### config.mk
export PLATFORM = sky130hd
export DESIGN_NAME = parallel_port_keyboard_interface
export DESIGN_NICKNAME = d
export VERILOG_FILES = /design/src/rtl/ppkbd_pkg.sv /design/src/rtl/ppkbd_ram.sv /design/src/rtl/parallel_port_keyboard_interface.sv
export SDC_FILE = /design/constraint.sdc
export NUM_CORES = 1
export LEC_CHECK = 0
export BUFFER_PORTS_ARGS = -buffer_cell sky130_fd_sc_hd__buf_4
export CAP_MARGIN = 20
export CORE_ASPECT_RATIO = 0.7
export CORE_UTILIZATION = 65
export CTS_CLUSTER_DIAMETER = 150
export DETAILED_ROUTE_END_ITERATION = 12
export GPL_TIMING_DRIVEN = 0
export HOLD_SLACK_MARGIN = 0.12
export PLACE_DENSITY = 0.84
export SLEW_MARGIN = 0
export SYNTH_ARGS = -nofsm -noshare
export SYNTH_HDL_FRONTEND = slang
export SYNTH_SLANG_ARGS = --single-unit
### constraint.sdc
create_clock -name aclk -period 6.1 [get_ports aclk]
set_input_delay 0.915 -clock aclk [delete_from_list [all_inputs] [get_ports aclk]]
set_output_delay 0.915 -clock aclk [all_outputs]
set_load 0.02 [all_outputs]
### src/rtl/ppkbd_pkg.sv
// Shared constants, codes and types for the parallel port keyboard interface.
package ppkbd_pkg;

    // Key matrix geometry and slow timer width
    localparam int KEY_ROWS      = 10;
    localparam int TIMER_OUT_BIT = 23;
    localparam int TIMER_W       = TIMER_OUT_BIT + 1;
    localparam int ROW_AW        = (KEY_ROWS > 1) ? $clog2(KEY_ROWS) : 1;

    // Field widths fixed by the bus
    localparam int DATA_W = 8;
    localparam int ROW_W  = 4;

    // Read value for the control register and rows past the matrix
    localparam logic [DATA_W-1:0] ALL_ONES = 8'hFF;

    // Request kinds
    typedef enum logic [1:0] {
        REQ_BUS_READ  = 2'd0,
        REQ_BUS_WRITE = 2'd1,
        REQ_KEY_ROW   = 2'd2,
        REQ_TICK      = 2'd3
    } req_t;

    // Register selects
    typedef enum logic [1:0] {
        SEL_PORT_A  = 2'd0,
        SEL_PORT_B  = 2'd1,
        SEL_PORT_C  = 2'd2,
        SEL_CONTROL = 2'd3
    } port_sel_t;

    // Work carried from acceptance to the stage that sees the key row read data
    typedef struct packed {
        logic [DATA_W-1:0] rdata;
        logic              key_read;
        logic              row_ok;
        logic              video_disabled;
        logic              green_led;
    } ppkbd_stage_t;

endpackage

### src/rtl/ppkbd_ram.sv
// Generic single-write, single-read RAM with registered read data.
module ppkbd_ram #(
    parameter int WIDTH = 8,
    parameter int DEPTH = 16
) (
    input  logic                                 aclk,
    input  logic                                 we,
    input  logic [((DEPTH > 1) ? $clog2(DEPTH) : 1)-1:0] waddr,
    input  logic [WIDTH-1:0]                     wdata,
    input  logic                                 re,
    input  logic [((DEPTH > 1) ? $clog2(DEPTH) : 1)-1:0] raddr,
    output logic [WIDTH-1:0]                     rdata
);

    logic [WIDTH-1:0] mem [DEPTH];
    logic [WIDTH-1:0] rdata_reg;

    // Write port, then registered read of the old contents
    always_ff @(posedge aclk) begin
        if (we) begin
            mem[waddr] <= wdata;
        end
        if (re) begin
            rdata_reg <= mem[raddr];
        end
    end

    assign rdata = rdata_reg;

endmodule

### src/rtl/parallel_port_keyboard_interface.sv
// Top level of the parallel port keyboard interface.
//
// One request is taken every clock cycle while m_ready does not stall the
// output, and each request gives exactly one result. At acceptance the port
// latches and the slow timer are updated and the key row read is issued to
// the key matrix RAM; stage 1 then takes that RAM's registered read data, and
// an output register then presents the result. The registered read of the key
// matrix RAM is why stage 1 exists; while the output is not stalled, the
// rate is one request per cycle. Key row writes land in the RAM at
// acceptance, so a following port B read sees them. Per-row valid bits make
// unwritten rows read as no key pressed, so no clearing pass follows reset.
module parallel_port_keyboard_interface
    import ppkbd_pkg::*;
(
    input  logic              aclk,
    input  logic              aresetn,
    input  logic              s_valid,
    output logic              s_ready,
    input  logic [1:0]        s_req_type,
    input  logic [1:0]        s_addr,
    input  logic [DATA_W-1:0] s_wdata,
    input  logic [ROW_W-1:0]  s_key_row,
    input  logic [DATA_W-1:0] s_key_bits,
    input  logic              s_vblank_active,
    output logic              m_valid,
    input  logic              m_ready,
    output logic [DATA_W-1:0] m_rdata,
    output logic              m_video_disabled,
    output logic              m_green_led
);

    logic [DATA_W-1:0]  port_a_reg, port_a_next;
    logic [DATA_W-1:0]  port_c_reg, port_c_next;
    logic [TIMER_W-1:0] timer_reg, timer_next;
    logic [KEY_ROWS-1:0] key_valid_reg, key_valid_next;

    logic               s1_valid_reg, s1_valid_next;
    ppkbd_stage_t       s1_reg, s1_next;
    logic               out_valid_reg, out_valid_next;
    logic [DATA_W-1:0]  out_rdata_reg, out_rdata_next;
    logic               out_vdis_reg, out_vdis_next;
    logic               out_led_reg, out_led_next;

    logic               accept;
    logic               s1_advance;
    req_t               req;
    port_sel_t          sel;
    logic               row_in_range;
    logic               wr_row_in_range;
    logic               ram_we;
    logic               ram_re;
    logic [DATA_W-1:0]  ram_q;
    logic [DATA_W-1:0]  s1_rdata;
    logic [DATA_W-1:0]  bit_mask;

    assign req    = req_t'(s_req_type);
    assign sel    = port_sel_t'(s_addr);

    // Handshake: stage 1 moves on when the output register is free or drains
    assign s1_advance = s1_valid_reg && (!out_valid_reg || m_ready);
    assign s_ready    = !s1_valid_reg || s1_advance;
    assign accept     = s_valid && s_ready;

    assign row_in_range    = ({1'b0, port_a_reg[ROW_W-1:0]} < (ROW_W+1)'(KEY_ROWS));
    assign wr_row_in_range = ({1'b0, s_key_row} < (ROW_W+1)'(KEY_ROWS));

    // Key matrix RAM: write on key row update, read the row port A selects
    assign ram_we = accept && (req == REQ_KEY_ROW) && wr_row_in_range;
    assign ram_re = accept;

    ppkbd_ram #(
        .WIDTH (DATA_W),
        .DEPTH (KEY_ROWS)
    ) u_key_ram (
        .aclk  (aclk),
        .we    (ram_we),
        .waddr (s_key_row[ROW_AW-1:0]),
        .wdata (s_key_bits),
        .re    (ram_re),
        .raddr (port_a_reg[ROW_AW-1:0]),
        .rdata (ram_q)
    );

    // Bit set/reset mask for a control word
    assign bit_mask = DATA_W'(1) << s_wdata[3:1];

    // Apply the request to the port latches and the timer
    always_comb begin
        port_a_next    = port_a_reg;
        port_c_next    = port_c_reg;
        timer_next     = timer_reg;
        key_valid_next = key_valid_reg;
        s1_next        = s1_reg;
        if (accept) begin
            s1_next.rdata    = '0;
            s1_next.key_read = 1'b0;
            s1_next.row_ok   = row_in_range && key_valid_reg[port_a_reg[ROW_AW-1:0]];
            case (req)
                REQ_BUS_READ: begin
                    case (sel)
                        SEL_PORT_A: s1_next.rdata = port_a_reg;
                        SEL_PORT_B: s1_next.key_read = 1'b1;
                        SEL_PORT_C: begin
                            // Timer held in reset reads as zero
                            if (!port_a_reg[7]) begin
                                timer_next = '0;
                            end
                            s1_next.rdata = {!s_vblank_active,
                                             port_a_reg[7] && timer_reg[TIMER_OUT_BIT],
                                             2'b00, port_c_reg[3:0]};
                        end
                        default: s1_next.rdata = ALL_ONES;
                    endcase
                end
                REQ_BUS_WRITE: begin
                    case (sel)
                        SEL_PORT_A: begin
                            if (!(s_wdata[7] && port_a_reg[7])) begin
                                timer_next = '0;
                            end
                            port_a_next = s_wdata;
                        end
                        SEL_PORT_B: ;
                        SEL_PORT_C: port_c_next = s_wdata;
                        default: begin
                            // Mode words are dropped
                            if (!s_wdata[7]) begin
                                if (s_wdata[0]) begin
                                    port_c_next = port_c_reg | bit_mask;
                                end else begin
                                    port_c_next = port_c_reg & ~bit_mask;
                                end
                            end
                        end
                    endcase
                end
                REQ_KEY_ROW: begin
                    if (wr_row_in_range) begin
                        key_valid_next[s_key_row[ROW_AW-1:0]] = 1'b1;
                    end
                end
                default: timer_next = timer_reg + TIMER_W'(1);
            endcase
            s1_next.video_disabled = !port_c_next[0];
            s1_next.green_led      = port_c_next[2];
        end
    end

    // Merge the key row read data into the result
    always_comb begin
        s1_rdata = s1_reg.rdata;
        if (s1_reg.key_read) begin
            s1_rdata = s1_reg.row_ok ? ~ram_q : ALL_ONES;
        end
    end

    // Stage and output register control
    always_comb begin
        s1_valid_next  = s1_valid_reg;
        out_valid_next = out_valid_reg;
        out_rdata_next = out_rdata_reg;
        out_vdis_next  = out_vdis_reg;
        out_led_next   = out_led_reg;
        if (out_valid_reg && m_ready) begin
            out_valid_next = 1'b0;
        end
        if (s1_advance) begin
            out_valid_next = 1'b1;
            out_rdata_next = s1_rdata;
            out_vdis_next  = s1_reg.video_disabled;
            out_led_next   = s1_reg.green_led;
            s1_valid_next  = 1'b0;
        end
        if (accept) begin
            s1_valid_next = 1'b1;
        end
    end

    // Control state
    always_ff @(posedge aclk) begin
        if (!aresetn) begin
            port_a_reg    <= '0;
            port_c_reg    <= '0;
            timer_reg     <= '0;
            key_valid_reg <= '0;
            s1_valid_reg  <= 1'b0;
            out_valid_reg <= 1'b0;
        end else begin
            port_a_reg    <= port_a_next;
            port_c_reg    <= port_c_next;
            timer_reg     <= timer_next;
            key_valid_reg <= key_valid_next;
            s1_valid_reg  <= s1_valid_next;
            out_valid_reg <= out_valid_next;
        end
    end

    // Payload registers
    always_ff @(posedge aclk) begin
        s1_reg        <= s1_next;
        out_rdata_reg <= out_rdata_next;
        out_vdis_reg  <= out_vdis_next;
        out_led_reg   <= out_led_next;
    end

    assign m_valid          = out_valid_reg;
    assign m_rdata          = out_rdata_reg;
    assign m_video_disabled = out_vdis_reg;
    assign m_green_led      = out_led_reg;

    // A port B read of a missing or unwritten row reads as no key pressed
    assert property (@(posedge aclk) disable iff (!aresetn)
        s1_valid_reg && s1_reg.key_read && !s1_reg.row_ok |-> s1_rdata == ALL_ONES)
        else $error("key read of absent row not all ones");

    // A port C read with port A bit 7 clear leaves the timer cleared
    assert property (@(posedge aclk) disable iff (!aresetn)
        accept && (req == REQ_BUS_READ) && (sel == SEL_PORT_C) && !port_a_reg[7]
        |=> timer_reg == '0)
        else $error("timer not held in reset on port C read");

    // Input stalls only when both stages hold a request
    assert property (@(posedge aclk) disable iff (!aresetn)
        !s_ready |-> s1_valid_reg && out_valid_reg && !m_ready)
        else $error("input stalled with free stage");

endmodule
==> summary.md, run 1 <==
The flow ran to the end, and the final reports show no timing, DRC or antenna violations. Measured against its own limit, the worst slew margin works out to 40.5%. The logs give 0.00257 uW for the total leakage power and 0 for the sum of overflow across all layers after global routing.

The number of clock buffers added by TritonCTS is 17. After detailed routing, the number of remaining DRC violations is 0. A synthesized cell averages 13.6 sq um.

For this run, the share of the core covered by cells in the final layout is 79.3%. The total of cells resized after clock tree synthesis is 0, and the portion of the clock cycle consumed by the worst path in the final layout is 48.4%. The final total power was 2370 uW; the critical path depth in cells was 6. The y dimension of the die works out to 87.6 microns.

In this run the cell area of the synthesized design comes to 6800 sq um. The longest clock path from root to sink contains 2 buffers. Summed over all failing endpoints, the final setup total negative slack is 0 ps.

The final count of negative-setup-slack endpoints came out at 0. The cell count of the worst hold path was 0. Final-report hold violation count: 0. On the critical path the largest part of the delay comes from simple AND/OR/NAND/NOR gates. The tools report the first-pass GRT wire length as 23.9 mm. The library cells used most frequently in the layout, excluding fill and tap cells, are 110 x edfxtp_1, 48 x dfxtp_1, 46 x nor2_1. The final layout net count was 597. The run gives 68.6% as the starting utilization of the core area. The worst register-to-register path has a depth of 5. For this run, the slowest stage of the critical path takes 770 ps. The number of hold buffers added after CTS is 0, and the top achievable clock speed is 339 MHz.

Entering global routing, the biggest net connects 23 pins. Slew at the pin closest to its max-slew limit: 891 ps. The area of the die came out at 10900 sq um. Total core area: 9910 sq um. The insertion delay to the later sink of the worst-skew pair is 420 ps. The total power per unit cell area was 301 nW/um^2; the average via count per standard cell was 6.44.

The number of warning messages in the yosys log is 0. The worst-path maximum fanout is 6, and the routed wirelength normalized by instance count is 21.7 microns. The run gives 536 as the post-synthesis net count. Setup repair after global routing left no endpoint under its margin. The routed design has 15.3 mm of wire. The final weighted congestion in routability-driven placement is 0.916.

Number of max-slew violations in the final report: 0. For the worst setup path, the data required time is 6240 ps. The cell sitting at the root of the clock tree is a clkbuf_16. The share of the Yosys chip area taken by registers is 62.7%. The share of cells above drive strength 1 works out to 21.6%. The clock-pin slew on the worst setup and hold paths is 60 ps, and the count of input and output buffers is 37. Leaving out fill and tap cells, the most frequent cell in the layout is edfxtp_1. The routed layout has 4527 vias.

The number of buffers and inverters on the critical path was 2. The run gives 703 as the post-layout instance count excluding filler cells. The logs give 41 for the I/O pin count and 158 for the number of clock sinks seen by CTS.

The detailed router finished its first iteration with 508 violations. The site row count was 30; the number of distinct library cells after synthesis was 58. The number of nets still failing antenna checks after routing came out at 0. By instance count, the cell type seen most on the critical path is buf_4.

The filler cells instantiated in the layout total 533. For the max-cap check violation count, the log shows 0. The tools report the category of the worst setup path capture point as a flop. The total half-perimeter wirelength after legalization and detailed placement was 9.95 mm. The most used flip-flop cell after synthesis is edfxtp_1. The logs give 672 for the cell total after placement and 502 for the synthesized netlist cell count. The register with the most flip-flops in the layout has 80 of them. VDD sags by at most 248 uV. From synthesis to final layout, the design area changed by 15.6%. The proportion of synthesized flip-flops having asynchronous set or reset came out at 0%. The type of the tightest min-delay check was flop to flop. The die boundary width works out to 124 microns. The number of synthesized flops with an enable pin is 110. The number of antenna violations at the first check in global routing came out at 0. The worst setup path is of the primary input to flop kind.

Among all stages on the critical path, the largest delay is contributed by nor3b_1. The clock period minus worst slack works out to 2950 ps. Walking the worst path, the cells encountered are buf_4 -> and3b_1 -> nor4_2 -> nand2b_1 -> nor3b_1 -> buf_4.

Once the clock tree was built, the setup fixing pass inserted 0 buffers. The tools report the critical path launch point type as a primary input. The run gives 9.06 ps as the final worst clock skew. The global-route usage over all layers was 29.9%.

TritonCTS built the clock tree. Count of inserted antenna diode cells: 0. The depth of the CTS H-tree is 4. Number of synthesized register bits: 158. Before antenna repair, the detailed router went through 5 iterations. The number of global-route vias before repair is 4523. For the worst setup path, the data arrival time is 3090 ps.
==> cell usage after synthesis (2+ instances only) <==
cell / count / area share [%]
clkbuf_1: 20 / 1.1
a22o_1: 2 / 0.26
a31oi_1: 2 / 0.18
nor2_2: 6 / 0.55
a21o_1: 2 / 0.22
nand2b_1: 5 / 0.46
and2_1: 3 / 0.28
o21ai_0: 7 / 0.51
and4_1: 6 / 0.77
mux2i_1: 13 / 1.9
a221oi_1: 5 / 0.64
nand3_1: 16 / 1.2
a2111oi_2: 5 / 1.1
nor2b_1: 11 / 1.0
a211oi_1: 16 / 1.8
inv_1: 15 / 0.83
and3_1: 3 / 0.28
a2111oi_4: 6 / 2.4
nand2_1: 20 / 1.1
nor3_1: 3 / 0.22
nor2_1: 46 / 2.5
o21ai_1: 2 / 0.15
o41ai_1: 2 / 0.26
ha_1: 5 / 0.92
buf_2: 8 / 0.59
o21a_1: 6 / 0.66
and3b_1: 2 / 0.26
dfxtp_1: 48 / 14
nand4_1: 3 / 0.28
xnor2_1: 21 / 2.7
or3_1: 2 / 0.18
edfxtp_1: 110 / 49
and4b_1: 2 / 0.29
mux4_2: 18 / 6.0
nor3b_1: 2 / 0.22
nand3b_1: 3 / 0.33
a21oi_1: 35 / 2.6
==> path summary, 6_finish.rpt <==
path	startpoint	to	slack [ps]
worst max register to register	m_valid	u_key_ram.mem[2][4]	3370
worst min register to register	s1_reg[1]	m_video_disabled	430
worst max-delay path	m_ready	u_key_ram.mem[2][4]	3150
worst min-delay path	s1_reg[1]	m_video_disabled	430
==> layout make-up <==
class	count	area, sq um	share of cell area (%)
repair buffers	42	308	3.92
plain buffers	31	138	1.75
multi-input cells	296	2340	29.7
clock buffers	17	425	5.41
flip-flops and latches	158	4260	54.2
clock inverters	14	165	2.10
well taps	128	160	2.04
inverters	17	63.8	0.812
==> layer usage <==
metal	part of all wire (%)	up-vias	global-route usage, %
met5	0	-	0
met3	8.5	37	7.33
met4	2.1	0	14.2
met2	48	267	48.3
li1	-	2004	-
met1	42	2219	39.1
==> kinds of logic (layout without fill, tap and decap cells) <==
| family | Yosys count | in the layout | share of synthesized area (%) |
|---|---|---|---|
| compound gates | 96 | 96 | 11.6 |
| xor+xnor | 21 | 21 | 2.70 |
| fa+ha+maj | 5 | 5 | 0.920 |
| buf+inv | 48 | 121 | 2.96 |
| flops | 158 | 158 | 62.7 |
| mux | 32 | 32 | 8.04 |
| simple gates | 142 | 142 | 11.1 |
==> metrics by stage <==
step           cell area (sq um)  worst slack [ps]  hold slack [ps]
5_1_grt                     7860              3070              435
3_5_place_dp                7270              2860              422
2_1_floorplan               6800              3400              400
6_report                    7860              3150              434
4_1_cts                     7860              3190              436
3_3_place_gp                7240              2670              404
==> power breakdown <==
part	internal (uW)	leakage (uW)	switching (uW)	total, uW
registers	1160	0.00140	7.31	1170
logic	39.4	0.000893	80.0	119
clock network	641	0.000279	435	1080
No activity file was read; power rests on OpenSTA's default activity.
==> inputs of run 2 (changes only) <==
Settings changed: CORE_UTILIZATION 65 to 54, PLACE_DENSITY 0.84 to 0.75.
Clock period 6.1 ns to 2.6 ns, I/O delays scaled along.
==> summary.md, run 2 (synthesis results as in run 1) <==
The tools report the start point of the critical path as m_valid. The maximum count of clock buffers along a single path came out at 2. The repair_antennas step left the layout with diodes totalling 0. The number of clock buffers inserted by TritonCTS is 17.

The number of clock sinks seen by CTS is 158. The count of nets left with antenna violations once routing finished came out at 0. For the number of global-route vias before repair, the log shows 4131.

The min-delay analysis places its worst path in the category primary input to flop. For the arrival time of data at the critical path endpoint, the log shows 2420 ps. The worst hold path begins at s_key_bits[7].

The total half-perimeter wirelength after legalization and detailed placement was 9.48 mm. The tools report the max-cap check violation count as 0. From left edge to right edge, the die measures 136 microns.

Subtracting the final worst setup slack from the clock period gives 2380 ps. Number of setup buffers added after CTS: 0. The final count of negative-setup-slack endpoints is 0, and the DRC violation total after the first TritonRoute iteration is 407. The final total power is 5450 uW, and the average via count per standard cell is 5.90.

The net count of the finished layout is 597. The H-tree generated during clock tree synthesis spans 4 levels. Setup repair after global routing left no endpoint under its margin.

The run gives 5 as the number of search-and-repair iterations in the first detailed-routing pass. The slew at the pin closest to its max-slew limit came out at 834 ps. The logs give 4326 for the via total after detailed routing and 0 for the total of cells resized after clock tree synthesis. The count of buffers added on input and output ports is 37.

TritonCTS built the clock tree. The number of max-slew violations in the final report was 0; the routed wirelength normalized by instance count was 18.7 microns. The I/O pin count is 41. Clock latency on the worst-skew pair, taken at its later pin, is 420 ps. From synthesis to final layout, the design area changed by 16.4%. STA classifies the critical path startpoint as a flop.

The worst pin sits at a relative slew slack of 44.4%. The y dimension of the die was 95.9 microns; the total core area was 12000 sq um. The tools report the cell area after placement as 7310 sq um. The run finished with clean final reports. Between clock sinks in the finished design, the worst skew comes to 8.61 ps.

The portion of the clock cycle consumed by the worst path in the final layout works out to 91.6%. The final weighted congestion in routability-driven placement was 0.908; the number of antenna violations at the first check in global routing was 0. IR analysis of the VDD net gives a maximum drop of 492 uV. The cell sitting at the root of the clock tree is a clkbuf_16.

The floorplan step defined a die boundary enclosing 13100 sq um. The number of hold buffers added after CTS was 0. The number of flip-flops in the largest register came out at 80. The finished layout holds 733 standard cells, fillers aside. Total power per unit cell area: 689 nW/um^2. Count of unresolved DRC violations after routing: 0. The first-pass GRT wire length was 21.7 mm.

For this configuration, the core starts out at a cell density of 56.8%. The worst register-to-register path begins at m_valid. The share of cells above drive strength 1 came out at 22.2%.

The site row count came out at 33. The tools report the pin count of the biggest net entering global routing as 23. The sum of overflow across all layers after global routing came out at 0. The layout has 861 filler cells. Clock-pin slew was measured on the worst setup and hold paths at 60 ps. After detailed routing, the total wire length is 13.7 mm. Final-report hold violation count: 0. In the layout the commonest cells are 110 x edfxtp_1, 48 x dfxtp_1, 46 x nor2_1. The cell total after placement is 701, and the worst-path maximum fanout is 9. The finished cells cover 7920 sq um.

The worst setup path is captured at a flop. The library cell used most frequently in the layout, excluding fill and tap cells, is edfxtp_1. For the worst setup path, the data required time is 2640 ps. The worst setup path category was flop to flop. Global routing used 22.7% of the available tracks across all layers. Static timing analysis puts the maximum clock frequency at 420 MHz.

The analysis attributes to cell leakage a power of 0.00260 uW.
-- run 2: final timing paths --
path / end / slack, ps / depth (start not counted)
max: u_key_ram.mem[3][5] / 220 / 4
min: u_key_ram.mem[5][7] / 240 / 1
max reg2reg: u_key_ram.mem[3][5] / 220 / 4
min reg2reg: m_video_disabled / 420 / 0
-- run 2: metal layers --
layer	up-vias	GRT usage, %	wire length, microns
li1	2013	-	-
met1	2122	31.4	6370
met2	175	35.0	6240
met3	16	6.74	924
met4	0	6.30	192
met5	-	0	0
-- run 2: final cells by class --
type	instances	area, sq um	area share (%)
inverter	17	63.8	0.806
buffer	31	138	1.74
sequential	158	4260	53.9
clock buffer	25	552	6.97
tap	157	196	2.48
timing repair buffer	42	310	3.92
clock inverter	7	45.0	0.569
multi-input combinational	296	2350	29.7
-- run 2: metrics by stage --
step	setup WS [ps]	utilization [%]	hold WS, ps	setup TNS [ps]
4_1_cts	50.2	66.0	225	0
2_1_floorplan	410	-	400	0
3_5_place_dp	-83.4	61.0	405	-813
6_report	218	66.1	240	0
5_1_grt	72.3	66.1	225	0
3_3_place_gp	-332	60.8	403	-4770
-- run 2: where the power goes --
group / total, uW / internal [uW] / leakage, uW / switching [uW]
Combinational: 273 / 92.8 / 0.000896 / 180
Sequential: 2750 / 2730 / 0.00140 / 16.1
Clock: 2430 / 1480 / 0.000301 / 954
-- run 2: critical path: stages (launching register included) --
cell,delay (ps)
dfxtp_1,330
and3b_1,210
nor4_2,570
nand2b_1,230
nor2_1,660
